--- src/design/rcft_pkg.sv ---
`timescale 1ns / 1ps
// ----------------------------------------------------------------------------
// rcft_pkg - open-file table package
// Field widths, status codes, table entry layout and the microcode ROM.
// ----------------------------------------------------------------------------
package rcft_pkg;

	localparam int SLOT_W = 6;
	localparam int INO_W  = 32;
	localparam int DEV_W  = 4;
	localparam int CNT_W  = 16;

	localparam logic [CNT_W-1:0] REF_MAX = '1;

	typedef enum logic [0:0] {
		FN_OPEN  = 1'b0,
		FN_CLOSE = 1'b1
	} func_t;

	typedef enum logic [1:0] {
		ST_OK         = 2'd0,
		ST_FULL       = 2'd1,
		ST_FREE_CLOSE = 2'd2
	} status_t;

	typedef struct packed {
		logic [CNT_W-1:0] cnt;
		logic [DEV_W-1:0] dev;
		logic [INO_W-1:0] ino;
	} entry_t;

	// program steps
	typedef enum logic [3:0] {
		S_CLR,
		S_IDLE,
		S_ORD,
		S_OCHK,
		S_OHIT,
		S_OEND,
		S_CRD,
		S_CCHK,
		S_PUT
	} ustep_t;

	// datapath operations
	typedef enum logic [3:0] {
		OP_CLEAR,
		OP_WAIT_IN,
		OP_READ_SCAN,
		OP_CHECK_OPEN,
		OP_OPEN_HIT,
		OP_OPEN_END,
		OP_READ_CLOSE,
		OP_CHECK_CLOSE,
		OP_PUT
	} uop_t;

	// jump conditions
	typedef enum logic [2:0] {
		C_NONE,
		C_LAST,
		C_ACC_CLOSE,
		C_ACC,
		C_HIT,
		C_BAD_IDX,
		C_OUT_FREE
	} ucond_t;

	// c1 takes priority over c2; otherwise go to tn
	typedef struct packed {
		uop_t   op;
		ucond_t c1;
		ustep_t t1;
		ucond_t c2;
		ustep_t t2;
		ustep_t tn;
	} uword_t;

	typedef struct packed {
		logic last;
		logic acc_close;
		logic acc;
		logic hit;
		logic bad_idx;
		logic out_free;
	} flags_t;

	function automatic uword_t ucode_rom(ustep_t s);
		uword_t w;
		unique case (s)
			S_CLR:   w = '{OP_CLEAR,       C_LAST,      S_IDLE, C_NONE, S_CLR,  S_CLR};
			S_IDLE:  w = '{OP_WAIT_IN,     C_ACC_CLOSE, S_CRD,  C_ACC,  S_ORD,  S_IDLE};
			S_ORD:   w = '{OP_READ_SCAN,   C_NONE,      S_ORD,  C_NONE, S_ORD,  S_OCHK};
			S_OCHK:  w = '{OP_CHECK_OPEN,  C_HIT,       S_OHIT, C_LAST, S_OEND, S_ORD};
			S_OHIT:  w = '{OP_OPEN_HIT,    C_NONE,      S_PUT,  C_NONE, S_PUT,  S_PUT};
			S_OEND:  w = '{OP_OPEN_END,    C_NONE,      S_PUT,  C_NONE, S_PUT,  S_PUT};
			S_CRD:   w = '{OP_READ_CLOSE,  C_BAD_IDX,   S_PUT,  C_NONE, S_CCHK, S_CCHK};
			S_CCHK:  w = '{OP_CHECK_CLOSE, C_NONE,      S_PUT,  C_NONE, S_PUT,  S_PUT};
			S_PUT:   w = '{OP_PUT,         C_OUT_FREE,  S_IDLE, C_NONE, S_PUT,  S_PUT};
			default: w = '{OP_WAIT_IN,     C_NONE,      S_IDLE, C_NONE, S_IDLE, S_IDLE};
		endcase
		return w;
	endfunction

endpackage

--- src/design/rcft_if.sv ---
`timescale 1ns / 1ps
// ----------------------------------------------------------------------------
// rcft_if - request and response channels
// Valid/ready channels carrying table requests and their results.
// ----------------------------------------------------------------------------
interface rcft_req_if;
	logic                           valid;
	logic                           ready;
	logic                           func;
	logic [rcft_pkg::INO_W-1:0]     inode_number;
	logic [rcft_pkg::DEV_W-1:0]     device_number;
	logic [rcft_pkg::SLOT_W-1:0]    slot_index;

	modport source (output valid, func, inode_number, device_number, slot_index,
		input ready);
	modport sink (input valid, func, inode_number, device_number, slot_index,
		output ready);
endinterface

interface rcft_rsp_if;
	logic                           valid;
	logic                           ready;
	logic [rcft_pkg::SLOT_W-1:0]    result_slot;
	logic [rcft_pkg::CNT_W-1:0]     ref_count;
	logic [1:0]                     status;

	modport source (output valid, result_slot, ref_count, status, input ready);
	modport sink (input valid, result_slot, ref_count, status, output ready);
endinterface

--- src/design/rcft_ram.sv ---
`timescale 1ns / 1ps
// ----------------------------------------------------------------------------
// rcft_ram - generic single-port-write, single-port-read RAM
// One write and one registered read per cycle.
// ----------------------------------------------------------------------------
module rcft_ram #(
	parameter int WIDTH = 52,
	parameter int DEPTH = 64
) (
	input  logic                     clk,
	input  logic                     we,
	input  logic [$clog2(DEPTH)-1:0] waddr,
	input  logic [WIDTH-1:0]         wdata,
	input  logic                     re,
	input  logic [$clog2(DEPTH)-1:0] raddr,
	output logic [WIDTH-1:0]         rdata
);

	logic [WIDTH-1:0] mem_q [DEPTH];

	always_ff @(posedge clk) begin
		if (we) begin
			mem_q[waddr] <= wdata;
		end
		if (re) begin
			rdata <= mem_q[raddr];
		end
	end

endmodule

--- src/design/rcft_seq.sv ---
`timescale 1ns / 1ps
// ----------------------------------------------------------------------------
// rcft_seq - microcode sequencer
// Step counter over the microcode ROM with two prioritized conditional jumps.
// ----------------------------------------------------------------------------
module rcft_seq (
	input  logic             clk,
	input  logic             arst_n,
	input  rcft_pkg::flags_t flags,
	output rcft_pkg::uop_t   op
);

	rcft_pkg::ustep_t pc_q;
	rcft_pkg::uword_t word;

	function automatic logic cond_true(rcft_pkg::ucond_t c, rcft_pkg::flags_t f);
		logic r;
		unique case (c)
			rcft_pkg::C_NONE:      r = 1'b0;
			rcft_pkg::C_LAST:      r = f.last;
			rcft_pkg::C_ACC_CLOSE: r = f.acc_close;
			rcft_pkg::C_ACC:       r = f.acc;
			rcft_pkg::C_HIT:       r = f.hit;
			rcft_pkg::C_BAD_IDX:   r = f.bad_idx;
			rcft_pkg::C_OUT_FREE:  r = f.out_free;
			default:               r = 1'b0;
		endcase
		return r;
	endfunction

	assign word = rcft_pkg::ucode_rom(pc_q);
	assign op   = word.op;

	always_ff @(posedge clk or negedge arst_n) begin
		if (!arst_n) begin
			pc_q <= rcft_pkg::S_CLR;
		end else if (cond_true(word.c1, flags)) begin
			pc_q <= word.t1;
		end else if (cond_true(word.c2, flags)) begin
			pc_q <= word.t2;
		end else begin
			pc_q <= word.tn;
		end
	end

endmodule

--- src/design/refcounted_open_file_table_top.sv ---
`timescale 1ns / 1ps
// ----------------------------------------------------------------------------
// refcounted_open_file_table_top - reference-counted open-file table
// Slots keyed by inode and device with 16-bit saturating reference counts.
// ----------------------------------------------------------------------------
// req carries one transaction per operation: open by inode/device, or close
// by slot index. rsp returns exactly one transaction per request with the
// slot, its count after the operation and a status code.
// After reset a clearing pass writes every slot count to zero, one slot a
// cycle; req.ready stays low until it is done.
// Steps, from request accept to result loaded in the output register:
//   open:  a read and a check step per slot of the scan, set by the single
//          RAM read port and its registered read data; then the update step
//   close: a read step, then a check step unless the index is past the table
// One request is processed at a time. The result sits in an output register,
// so the next request is taken while rsp is stalled; the sequencer only waits
// when a new result is ready and the previous one has not been taken.
// ----------------------------------------------------------------------------
module refcounted_open_file_table_top #(
	parameter int SLOTS = 64
) (
	input  logic       clk,
	input  logic       arst_n,
	rcft_req_if.sink   req,
	rcft_rsp_if.source rsp
);

	localparam int AW = $clog2(SLOTS);
	localparam int EW = $bits(rcft_pkg::entry_t);

	rcft_pkg::uop_t   op;
	rcft_pkg::flags_t flags;
	rcft_pkg::entry_t rd;
	rcft_pkg::entry_t ram_wdata;
	logic [EW-1:0]    ram_rdata;
	logic             ram_we;
	logic             ram_re;
	logic [AW-1:0]    ram_waddr;
	logic [AW-1:0]    ram_raddr;

	logic [AW-1:0]                   addr_q;
	logic                            func_q;
	logic [rcft_pkg::INO_W-1:0]      ino_q;
	logic [rcft_pkg::DEV_W-1:0]      dev_q;
	logic [rcft_pkg::SLOT_W-1:0]     idx_q;
	logic                            free_found_q;
	logic [AW-1:0]                   free_slot_q;
	logic [rcft_pkg::SLOT_W-1:0]     res_slot_q;
	logic [rcft_pkg::CNT_W-1:0]      res_cnt_q;
	rcft_pkg::status_t               res_status_q;
	logic                            out_valid_q;
	logic [rcft_pkg::SLOT_W-1:0]     out_slot_q;
	logic [rcft_pkg::CNT_W-1:0]      out_cnt_q;
	rcft_pkg::status_t               out_status_q;

	logic                            accept;
	logic [AW-1:0]                   idx_a;
	logic [rcft_pkg::CNT_W-1:0]      cnt_inc;
	logic [rcft_pkg::CNT_W-1:0]      cnt_dec;

	rcft_seq u_seq (
		.clk    (clk),
		.arst_n (arst_n),
		.flags  (flags),
		.op     (op)
	);

	rcft_ram #(
		.WIDTH (EW),
		.DEPTH (SLOTS)
	) u_ram (
		.clk   (clk),
		.we    (ram_we),
		.waddr (ram_waddr),
		.wdata (ram_wdata),
		.re    (ram_re),
		.raddr (ram_raddr),
		.rdata (ram_rdata)
	);

	assign rd        = rcft_pkg::entry_t'(ram_rdata);
	assign req.ready = (op == rcft_pkg::OP_WAIT_IN);
	assign accept    = req.valid && req.ready;
	assign idx_a     = AW'(idx_q);
	assign cnt_inc   = (rd.cnt == rcft_pkg::REF_MAX) ? rd.cnt : rd.cnt + 1'b1;
	assign cnt_dec   = rd.cnt - 1'b1;

	assign flags.last      = (addr_q == AW'(SLOTS - 1));
	assign flags.acc       = accept;
	assign flags.acc_close = accept && (req.func == rcft_pkg::FN_CLOSE);
	assign flags.hit       = (rd.cnt != '0) && (rd.ino == ino_q) && (rd.dev == dev_q);
	assign flags.bad_idx   = (32'(idx_q) >= 32'(SLOTS));
	assign flags.out_free  = !out_valid_q || rsp.ready;

	always_comb begin
		ram_we    = 1'b0;
		ram_waddr = addr_q;
		ram_wdata = '0;
		ram_re    = 1'b0;
		ram_raddr = addr_q;
		unique case (op)
			rcft_pkg::OP_CLEAR: begin
				ram_we = 1'b1;
			end
			rcft_pkg::OP_READ_SCAN: begin
				ram_re = 1'b1;
			end
			rcft_pkg::OP_OPEN_HIT: begin
				ram_we    = 1'b1;
				ram_wdata = '{cnt: cnt_inc, dev: dev_q, ino: ino_q};
			end
			rcft_pkg::OP_OPEN_END: begin
				ram_we    = free_found_q;
				ram_waddr = free_slot_q;
				ram_wdata = '{cnt: rcft_pkg::CNT_W'(1), dev: dev_q, ino: ino_q};
			end
			rcft_pkg::OP_READ_CLOSE: begin
				ram_re    = 1'b1;
				ram_raddr = idx_a;
			end
			rcft_pkg::OP_CHECK_CLOSE: begin
				ram_we    = (rd.cnt != '0);
				ram_waddr = idx_a;
				ram_wdata = '{cnt: cnt_dec, dev: rd.dev, ino: rd.ino};
			end
			default: begin
			end
		endcase
	end

	always_ff @(posedge clk or negedge arst_n) begin
		if (!arst_n) begin
			addr_q       <= '0;
			free_found_q <= 1'b0;
			out_valid_q  <= 1'b0;
		end else begin
			if (rsp.valid && rsp.ready && !(op == rcft_pkg::OP_PUT && flags.out_free)) begin
				out_valid_q <= 1'b0;
			end
			unique case (op)
				rcft_pkg::OP_CLEAR: begin
					addr_q <= flags.last ? '0 : addr_q + 1'b1;
				end
				rcft_pkg::OP_WAIT_IN: begin
					if (accept) begin
						func_q       <= req.func;
						ino_q        <= req.inode_number;
						dev_q        <= req.device_number;
						idx_q        <= req.slot_index;
						addr_q       <= '0;
						free_found_q <= 1'b0;
					end
				end
				rcft_pkg::OP_CHECK_OPEN: begin
					if (!flags.hit) begin
						if (rd.cnt == '0 && !free_found_q) begin
							free_found_q <= 1'b1;
							free_slot_q  <= addr_q;
						end
						if (!flags.last) begin
							addr_q <= addr_q + 1'b1;
						end
					end
				end
				rcft_pkg::OP_OPEN_HIT: begin
					res_slot_q   <= rcft_pkg::SLOT_W'(addr_q);
					res_cnt_q    <= cnt_inc;
					res_status_q <= rcft_pkg::ST_OK;
				end
				rcft_pkg::OP_OPEN_END: begin
					if (free_found_q) begin
						res_slot_q   <= rcft_pkg::SLOT_W'(free_slot_q);
						res_cnt_q    <= rcft_pkg::CNT_W'(1);
						res_status_q <= rcft_pkg::ST_OK;
					end else begin
						res_slot_q   <= '0;
						res_cnt_q    <= '0;
						res_status_q <= rcft_pkg::ST_FULL;
					end
				end
				rcft_pkg::OP_READ_CLOSE: begin
					res_slot_q   <= idx_q;
					res_cnt_q    <= '0;
					res_status_q <= rcft_pkg::ST_FREE_CLOSE;
				end
				rcft_pkg::OP_CHECK_CLOSE: begin
					res_slot_q <= idx_q;
					if (rd.cnt == '0) begin
						res_cnt_q    <= '0;
						res_status_q <= rcft_pkg::ST_FREE_CLOSE;
					end else begin
						res_cnt_q    <= cnt_dec;
						res_status_q <= rcft_pkg::ST_OK;
					end
				end
				rcft_pkg::OP_PUT: begin
					if (flags.out_free) begin
						out_valid_q  <= 1'b1;
						out_slot_q   <= res_slot_q;
						out_cnt_q    <= res_cnt_q;
						out_status_q <= res_status_q;
					end
				end
				default: begin
				end
			endcase
		end
	end

	assign rsp.valid       = out_valid_q;
	assign rsp.result_slot = out_slot_q;
	assign rsp.ref_count   = out_cnt_q;
	assign rsp.status      = out_status_q;

	// a close never reaches the open scan
	a_close_no_scan: assert property (@(posedge clk) disable iff (!arst_n)
		(op == rcft_pkg::OP_READ_SCAN) |-> (func_q == rcft_pkg::FN_OPEN))
		else $error("open scan running for a close transaction");

	a_one_at_a_time: assert property (@(posedge clk) disable iff (!arst_n)
		(req.valid && req.ready) |=> !req.ready)
		else $error("request accepted twice in a row");

	a_put_before_valid: assert property (@(posedge clk) disable iff (!arst_n)
		$rose(rsp.valid) |-> $past(op == rcft_pkg::OP_PUT))
		else $error("response raised outside the put step");

	a_full_fields: assert property (@(posedge clk) disable iff (!arst_n)
		(rsp.valid && rsp.status == rcft_pkg::ST_FULL) |->
		(rsp.ref_count == '0 && rsp.result_slot == '0))
		else $error("table full response with nonzero fields");

	a_ok_nonzero_open: assert property (@(posedge clk) disable iff (!arst_n)
		(op == rcft_pkg::OP_OPEN_HIT) |=> (res_cnt_q != '0))
		else $error("open hit produced a zero count");

endmodule

--- src/flat_wrapper.sv ---
// flat-port wrapper written by rule: the top's interface ports become plain ports
module refcounted_open_file_table_top_flat 
#(
	parameter int SLOTS = 64
)
  (clk, arst_n, req_valid, req_func, req_inode_number, req_device_number, req_slot_index, req_ready, rsp_valid, rsp_result_slot, rsp_ref_count, rsp_status, rsp_ready);
  rcft_req_if req_i ();
  rcft_rsp_if rsp_i ();
  input  logic clk;
  input  logic arst_n;
  input wire logic [$bits(req_i.valid)-1:0] req_valid;
  input wire logic [$bits(req_i.func)-1:0] req_func;
  input wire logic [$bits(req_i.inode_number)-1:0] req_inode_number;
  input wire logic [$bits(req_i.device_number)-1:0] req_device_number;
  input wire logic [$bits(req_i.slot_index)-1:0] req_slot_index;
  output wire logic [$bits(req_i.ready)-1:0] req_ready;
  output wire logic [$bits(rsp_i.valid)-1:0] rsp_valid;
  output wire logic [$bits(rsp_i.result_slot)-1:0] rsp_result_slot;
  output wire logic [$bits(rsp_i.ref_count)-1:0] rsp_ref_count;
  output wire logic [$bits(rsp_i.status)-1:0] rsp_status;
  input wire logic [$bits(rsp_i.ready)-1:0] rsp_ready;
  assign req_i.valid = req_valid;
  assign req_i.func = req_func;
  assign req_i.inode_number = req_inode_number;
  assign req_i.device_number = req_device_number;
  assign req_i.slot_index = req_slot_index;
  assign req_ready = req_i.ready;
  assign rsp_valid = rsp_i.valid;
  assign rsp_result_slot = rsp_i.result_slot;
  assign rsp_ref_count = rsp_i.ref_count;
  assign rsp_status = rsp_i.status;
  assign rsp_i.ready = rsp_ready;
  refcounted_open_file_table_top #(.SLOTS(SLOTS)) u_core (.clk(clk), .arst_n(arst_n), .req(req_i), .rsp(rsp_i));
endmodule
--- config.mk ---
export PLATFORM = sky130hd
export DESIGN_NAME = refcounted_open_file_table_top_flat
export DESIGN_NICKNAME = d
export VERILOG_FILES = /design/src/design/rcft_pkg.sv /design/src/design/rcft_if.sv /design/src/design/rcft_ram.sv /design/src/design/rcft_seq.sv /design/src/design/refcounted_open_file_table_top.sv /design/src/flat_wrapper.sv
export SDC_FILE = /design/constraint.sdc
export NUM_CORES = 2
export LEC_CHECK = 0
export BUFFER_PORTS_ARGS = -buffer_cell sky130_fd_sc_hd__buf_2
export CAP_MARGIN = 0
export CORE_UTILIZATION = 45
export CTS_BUF_LIST = sky130_fd_sc_hd__clkbuf_2 sky130_fd_sc_hd__clkbuf_4 sky130_fd_sc_hd__clkbuf_8
export DETAILED_ROUTE_END_ITERATION = 8
export GPL_TIMING_DRIVEN = 0
export SLEW_MARGIN = 20
export SYNTH_ARGS = -nofsm -noshare
export SYNTH_HDL_FRONTEND = slang
export SYNTH_HIERARCHICAL = 1
export SYNTH_SLANG_ARGS = --single-unit
export TNS_END_PERCENT = 10
--- constraint.sdc ---
create_clock -name clk -period 7 [get_ports clk]
set_clock_uncertainty 0.1 [all_clocks]
set_input_delay 1.05 -clock clk [delete_from_list [all_inputs] [get_ports clk]]
set_output_delay 1.05 -clock clk [all_outputs]
set_load 0.005 [all_outputs]
Yosys cells after proc, flatten, opt, wreduce, memory -nomap -nowiden

Memories as Yosys holds them, arrays and structs flattened. A register that Yosys moved wholly into a read port is not among the register bits.
Cells that the tools add are included.
W data, S select, Z words.

Bits in registers: 108
Bits in writable memories: 3328
ROM bits: 336
Bits of input ports: 47
Output and inout port bits: 26
Logic and storage cells: 108
Memories: 2

$add $sub $neg: 3
Equality and inequality tests: 26
Multiplexer cells: 33
Bitwise logic cells: 1
Reduce and logical (&&, ||, !) cells: 29

Memory list:

| name               | words | width | rd ports | clocked after memory_dff | write ports | RTL line       | RTL |
|---|---|---|---|---|---|---|---|
| u_core.u_ram.mem_q | 64    | 52    | 1        | 1                        | 1           | rcft_ram.sv:19 | `logic [WIDTH-1:0] mem_q [DEPTH];` |
| (name not given)   | 16    | 21    | 1        | 0                        | 0           | rcft_pkg.sv:90 | `unique case (s)` |

Operator list:

| cell                    | number |
|---|---|
| $pmux W52 S3            | 1 |
| $pmux W16 S4            | 1 |
| $mux W6                 | 6 |
| $pmux W6 S3             | 2 |
| $eq A32 B32 Y1          | 1 |
| $mux W16                | 2 |
| $add A16 B1 Y16 const B | 1 |
| $eq A16 B16 Y1 const B  | 1 |
| $eq A4 B3 Y1 const B    | 4 |
| $logic_not A16 Y1       | 1 |
| $reduce_bool A16 Y1     | 1 |
| $sub A16 B1 Y16 const B | 1 |
| $eq A3 B2 Y1 const B    | 4 |
| $eq A3 B3 Y1 const B    | 4 |
| $mux W1                 | 12 |
| $pmux W6 S2             | 1 |
| $reduce_and A4 Y1       | 3 |
| $pmux W1 S5             | 2 |
| $eq A4 B2 Y1 const B    | 2 |
| $logic_and A1 B1 Y1     | 8 |
| $mux W4                 | 2 |
| $pmux W2 S4             | 1 |
| $add A6 B1 Y6 const B   | 1 |
| $eq A3 B1 Y1 const B    | 2 |
| other kinds (19)        | 28 |

Depth between registers and ports, before layout

Depth in word-level cells: 8
Gate-level depth with buffers: 18
Gate-level depth less buffers: 13

Cells and area by module

The synthesis kept the hierarchy.

By module, submodules not included:

| module                         | instances | cells an instance | area an instance (um2) | sequential area each (um2) |
|---|---|---|---|---|
| rcft_ram                       | 1         | 5410              | 127444.7               | 101497.3 |
| refcounted_open_file_table_top | 1         | 508               | 5731.7                 | 3083.0 |
| rcft_seq                       | 1         | 57                | 498.0                  | 100.1 |

Worst setup path before layout

OpenSTA, ideal clock, no wires.

Path kind: register to register
Start point: reg u_core.u_seq.pc_q[0]
End point: mem u_core.u_ram.mem_q[49][0] (enable)
Setup time: 0.525 ns
Data arrival time: 6.114 ns
Required time: 6.375 ns
Setup slack: 0.261 ns
Stages on the path, launching flop included: 15
Buffers on the path: 4
Clock period less this slack: 6.739 ns
Cells stage by stage: dfrtp_1 -> inv_1 -> ha_1 -> nand2b_1 -> nor2_1 -> a21oi_1 -> clkbuf_1 -> clkbuf_1 -> nand2_1 -> clkbuf_1 -> o21ai_0 -> clkbuf_1 -> nor2b_1 -> nand4_1 -> nor3_1

Elaborated cells between the ends (all ways): 10
Those cells by class: eq/ne: 3; mux: 4; reduce/logical: 2; memory: 1

RTL lines:

| what                    | RTL line                              | RTL |
|---|---|---|
| from (decl)             | rcft_seq.sv:13                        | `rcft_pkg::ustep_t pc_q;` |
| from (signal assigned)  | rcft_seq.sv:36                        | `pc_q <= rcft_pkg::S_CLR;` |
| from (signal assigned)  | rcft_seq.sv:38                        | `pc_q <= word.t1;` |
| from (signal assigned)  | rcft_seq.sv:40                        | `pc_q <= word.t2;` |
| $mem_v2 Z16 W21 *       | -                                     |  |
| net u_core.op[3]        | refcounted_open_file_table_top.sv:31  | `rcft_pkg::uop_t op;` |
| $eq A4 B3 Y1            | refcounted_open_file_table_top.sv:101 | `unique case (op)` |
| $pmux W6 S2 *           | refcounted_open_file_table_top.sv:101 |  |
| net u_core.ram_waddr[3] | refcounted_open_file_table_top.sv:38  | `logic [AW-1:0] ram_waddr;` |
| to (decl)               | rcft_ram.sv:19                        |  |

The timed path passes the listed nets; every way through them passes the cells marked *.

Worst setup path in the final report

Start point: reg u_core.u_seq.pc_q[0]
End point: reg u_core.u_ram.rdata[14] (read register of u_core.u_ram.mem_q), data pin

Elaborated cells between the ends (all ways): 6
Those cells by class: eq/ne: 2; mux: 2; reduce/logical: 1; memory: 1

RTL lines:

| what                    | RTL line                              | RTL |
|---|---|---|
| $mem_v2 Z16 W21         | -                                     |  |
| net u_core.op[3]        | refcounted_open_file_table_top.sv:31  |  |
| $eq A4 B3 Y1            | refcounted_open_file_table_top.sv:101 |  |
| $mux W6                 | refcounted_open_file_table_top.sv:101 |  |
| net u_core.ram_raddr[2] | refcounted_open_file_table_top.sv:39  | `logic [AW-1:0] ram_raddr;` |
| to (decl)               | rcft_ram.sv:16                        | `output logic [WIDTH-1:0] rdata` |

The timed path passes the listed nets, and every way through them passes these cells.
A chain may end at the register's enable or synchronous reset.

==> flow_summary.toml <==
[clock_tree]
numCtsBuffers = 566
clk_pin_slew_ps = 60
root_buffer = "clkbuf_8"
cts_max_path_buffers = 4
cts_sinks = 3488
cts_tree = "done"
post-cts-setup-buffers = 0
cts-htree-levels = 6
clk_latency_ps = 1200

[synth]
yosys_warnings = 6
ys_top_cells_by_area = "edfxtp_1 (78%), mux4_2 (13%), mux2i_1 (1.0%)"
ys_ff_latch = 3488
ys_types = 75
syn_nets = 6030
synth_area_leader_cell = "edfxtp_1"
yosys.area.top_type_share = 0.781
synthArstFlopShare = 0.00344
synth_cells = 5975
synth_area_per_cell_um2 = 22.4
seq_area_frac_synth = 0.783
ys.flop_type = "edfxtp_1"
synth_edf_count = 3476
synth_area_um2 = 134000

[setup_path]
critPathLaunchType = "flip-flop"
reg2reg_to = "u_core/u_ram/rdata[14]$_DFFE_PP_"
worstPathArrival_ps = 7850
worstPathMaxFanout = 10
critPathRequiredTime_ps = 7940
end_kind = "flip-flop"
worst_path_largest_cell_delay_ps = 1070
crit_path_top_delay_cell = "nor4_2"
worstPathCellList = "inv_1 -> ha_1 -> nand2b_1 -> nor2_2 -> a21oi_1 -> clkbuf_1 -> clkbuf_1 -> nor2_2 -> mux2_2 -> buf_2 -> nor2b_1 -> clkbuf_1 -> nand2b_1 -> clkbuf_1 -> o22ai_1 -> nor4_2 -> o22a_1"
crit_top_cell = "clkbuf_1"
path_class = "reg2reg"
reg2reg_slack_ps = 100
r2r-start = "u_core/u_seq/pc_q[0]$_DFF_PN0_"
r2r_cells = 17

[routing]
avgViaCountPerCell = 6.36
vias = 71800
firstDrtPassIters = 9
ant_nets = 0
wl_per_cell_um = 38.0
drc_errors = 0
wl_um = 429000
drtIter0Drc = 10200

[floorplan]
placementRows = 199
die_h_um = 547
io_pins = 73
die_area_um2 = 299000
start_util = 0.453
core-area_um2 = 295000
die_x_um = 547

[timing]
finalSetupViolations = 0
fmax_mhz = 145
finalCritPeriodShare = 0.986
maxSlewHeadroom = 0.187
hold_violations = 0
worst_pin_slew_ps = 1220
holdWs_ps = 95.3
report.final.slew_viol_count = 0
rsz0062_at_grt = "no"
fin_crit_ps = 6900

[place]
hpwl_um = 297000
place.gp.congestion = 0.937
dpl-instance-area_um2 = 146000
io_buffers = 72

[grt]
grt_overflow = 0
globalRouteTotalUtil = 0.286
grt_pass1_vias = 70800
grt_pass1_wl_um = 580000
antenna_found_initial = 25
grt_max_degree = 65

[finish]
mostFrequentLayoutCell = "edfxtp_1"
multi_input_area_um2 = 28400
layout_common_cells = "edfxtp_1 (3476), mux4_2 (794), clkbuf_8 (571), o22ai_1 (198), clkbuf_4 (192)"
fin_area_um2 = 158000
drive_gt1_frac = 0.336
fillers = 22500
area_growth_pct = 17.9
num-nets-final = 6997
regArea_um2 = 105000

[run]
drv_cap = 0

[pwr]
power_mw = 39.8
p_leak_nw = 40.8
pwr_density_cell_nw_per_um2 = 252
vdd_drop_max_mv = 0.242

[worst_hold_path]
min_path_cells = 1
holdCritPathClass = "in2reg"
holdPathEnd = "u_core/ino_q[15]$_DFFE_PP_"
hold_start = "req_inode_number[15]"

[outcome]
status = "completed"
-- cells by family after synthesis --
family	count (synthesis)	share of synthesized area
AOI/OAI and AO/OA	648	0.0342
xor gates and xnor gates	44	0.00288
adders and majority gates	8	0.000749
buffers and inverters	359	0.0135
DFF	3488	0.783
muxes	981	0.148
other	1	0.0000281
and+or+nand+nor	446	0.0172
-- what timing repair did --
| item | CTS | global route |
|---|---|---|
| gates resized for setup | 16 | 15 |
| hold buffers | 29 | 0 |
| setup endpoints to repair | 42 | 21 |
| endpoints found under the hold margin | 40 | 0 |
-- where the power goes --
group          switching (mW)  internal (mW)  leakage, nW
sequential                  0           22.6         24.3
combinational          0.0282         0.0198         10.8
clock                    8.23           8.88         5.69
total                    8.26           31.5         40.8
-- cell type report --
type,count,area share
Antenna cell,16,0.000254
Buffer,342,0.0114
Clock buffer,761,0.0589
Clock inverter,224,0.00938
Inverter,16,0.000381
Multi-Input combinational cell,2128,0.180
Sequential cell,3488,0.664
Tap cell,3919,0.0311
Timing Repair Buffer,400,0.0441
-- synthesized netlist by cell type (10+ instances only) --
| master | instances |
|---|---|
| edfxtp_1 | 3476 |
| mux4_2 | 794 |
| o22ai_1 | 202 |
| clkbuf_1 | 146 |
| nor2_1 | 140 |
| mux2i_1 | 136 |
| buf_2 | 103 |
| a21oi_1 | 98 |
| nand2_1 | 80 |
| o221ai_1 | 64 |
| a22o_1 | 56 |
| buf_4 | 55 |
| nor4_1 | 51 |
| mux2_2 | 50 |
| xor2_1 | 43 |
| a221oi_1 | 41 |
| o22a_1 | 40 |
| a22oi_1 | 39 |
| nand3_1 | 33 |
| o21ai_0 | 28 |
| nor2b_1 | 27 |
| and3_1 | 23 |
| buf_1 | 22 |
| nand2b_1 | 19 |
| o21ai_1 | 19 |
| buf_6 | 17 |
| a211oi_1 | 16 |
| inv_1 | 16 |
| dfrtp_1 | 12 |
| nor3_1 | 12 |
| o21a_1 | 10 |
-- worst max-delay path, delay by kind of cell, from the launching register on --
family | cells | cell delay, ps
compound gates | 3 | 770
buf+inv | 6 | 2100
flops | 1 | 460
fa+ha+maj | 1 | 220
mux | 1 | 400
simple gates | 6 | 2650
-- through the flow --
step | setup TNS [ps] | util | cells | worst slack (ps)
2_1_floorplan | 0 | - | 5975 | 261
3_3_place_gp | - | 0.471 | 9966 | -6730
3_5_place_dp | -7460 | 0.497 | 10300 | -403
4_1_cts | 0 | 0.534 | 11300 | 159
5_1_grt | 0 | 0.535 | 11300 | 158
6_report | 0 | 0.535 | 11300 | 96.7
-- worst max path at each step --
| stage | endpoint | slack, ps | cells past startpoint | from |
|---|---|---|---|---|
| global placement | u_core/u_ram/mem_q[49][4]$_DFFE_PP_ | -6730 | 14 | u_core/u_seq/pc_q[0]$_DFF_PN0_ |
| floorplan | u_core/u_ram/mem_q[49][0]$_DFFE_PP_ | 260 | 14 | u_core/u_seq/pc_q[0]$_DFF_PN0_ |
| detailed placement | u_core/u_ram/rdata[50]$_DFFE_PP_ | -400 | 17 | u_core/u_seq/pc_q[0]$_DFF_PN0_ |
| CTS | u_core/u_ram/rdata[31]$_DFFE_PP_ | 160 | 17 | u_core/u_seq/pc_q[0]$_DFF_PN0_ |
| global route | u_core/u_ram/rdata[51]$_DFFE_PP_ | 160 | 16 | u_core/u_seq/pc_q[0]$_DFF_PN0_ |
| finish | u_core/u_ram/rdata[14]$_DFFE_PP_ | 100 | 17 | u_core/u_seq/pc_q[0]$_DFF_PN0_ |
-- per-layer routing --
| layer | routed length [um] | global-route usage |
|---|---|---|
| met4 | 24800 | 0.149 |
| met3 | 52600 | 0.0813 |
| met2 | 195000 | 0.434 |
| met5 | 284 | 0 |
| met1 | 156000 | 0.376 |
-- state kept, by name, summed over array words and instances, names as in the netlist --
| signal | cells |
|---|---|
| u_core/idx_a | 6 |
| u_core/dev_q | 4 |
| u_core/u_ram/rdata | 52 |
| u_core/res_slot_q | 6 |
| u_core/u_seq/pc_q | 4 |
| u_core/free_found_q | 1 |
| u_core/rsp.status | 2 |
| u_core/rsp.ref_count | 16 |
| u_core/addr_q | 6 |
| u_core/res_status_q | 2 |
| u_core/u_ram/mem_q | 3328 |
| u_core/res_cnt_q | 16 |
| u_core/rsp.valid | 1 |
| u_core/rsp.result_slot | 6 |
| u_core/ino_q | 32 |
| u_core/free_slot_q | 6 |
Power figures use the tool's default switching activity.
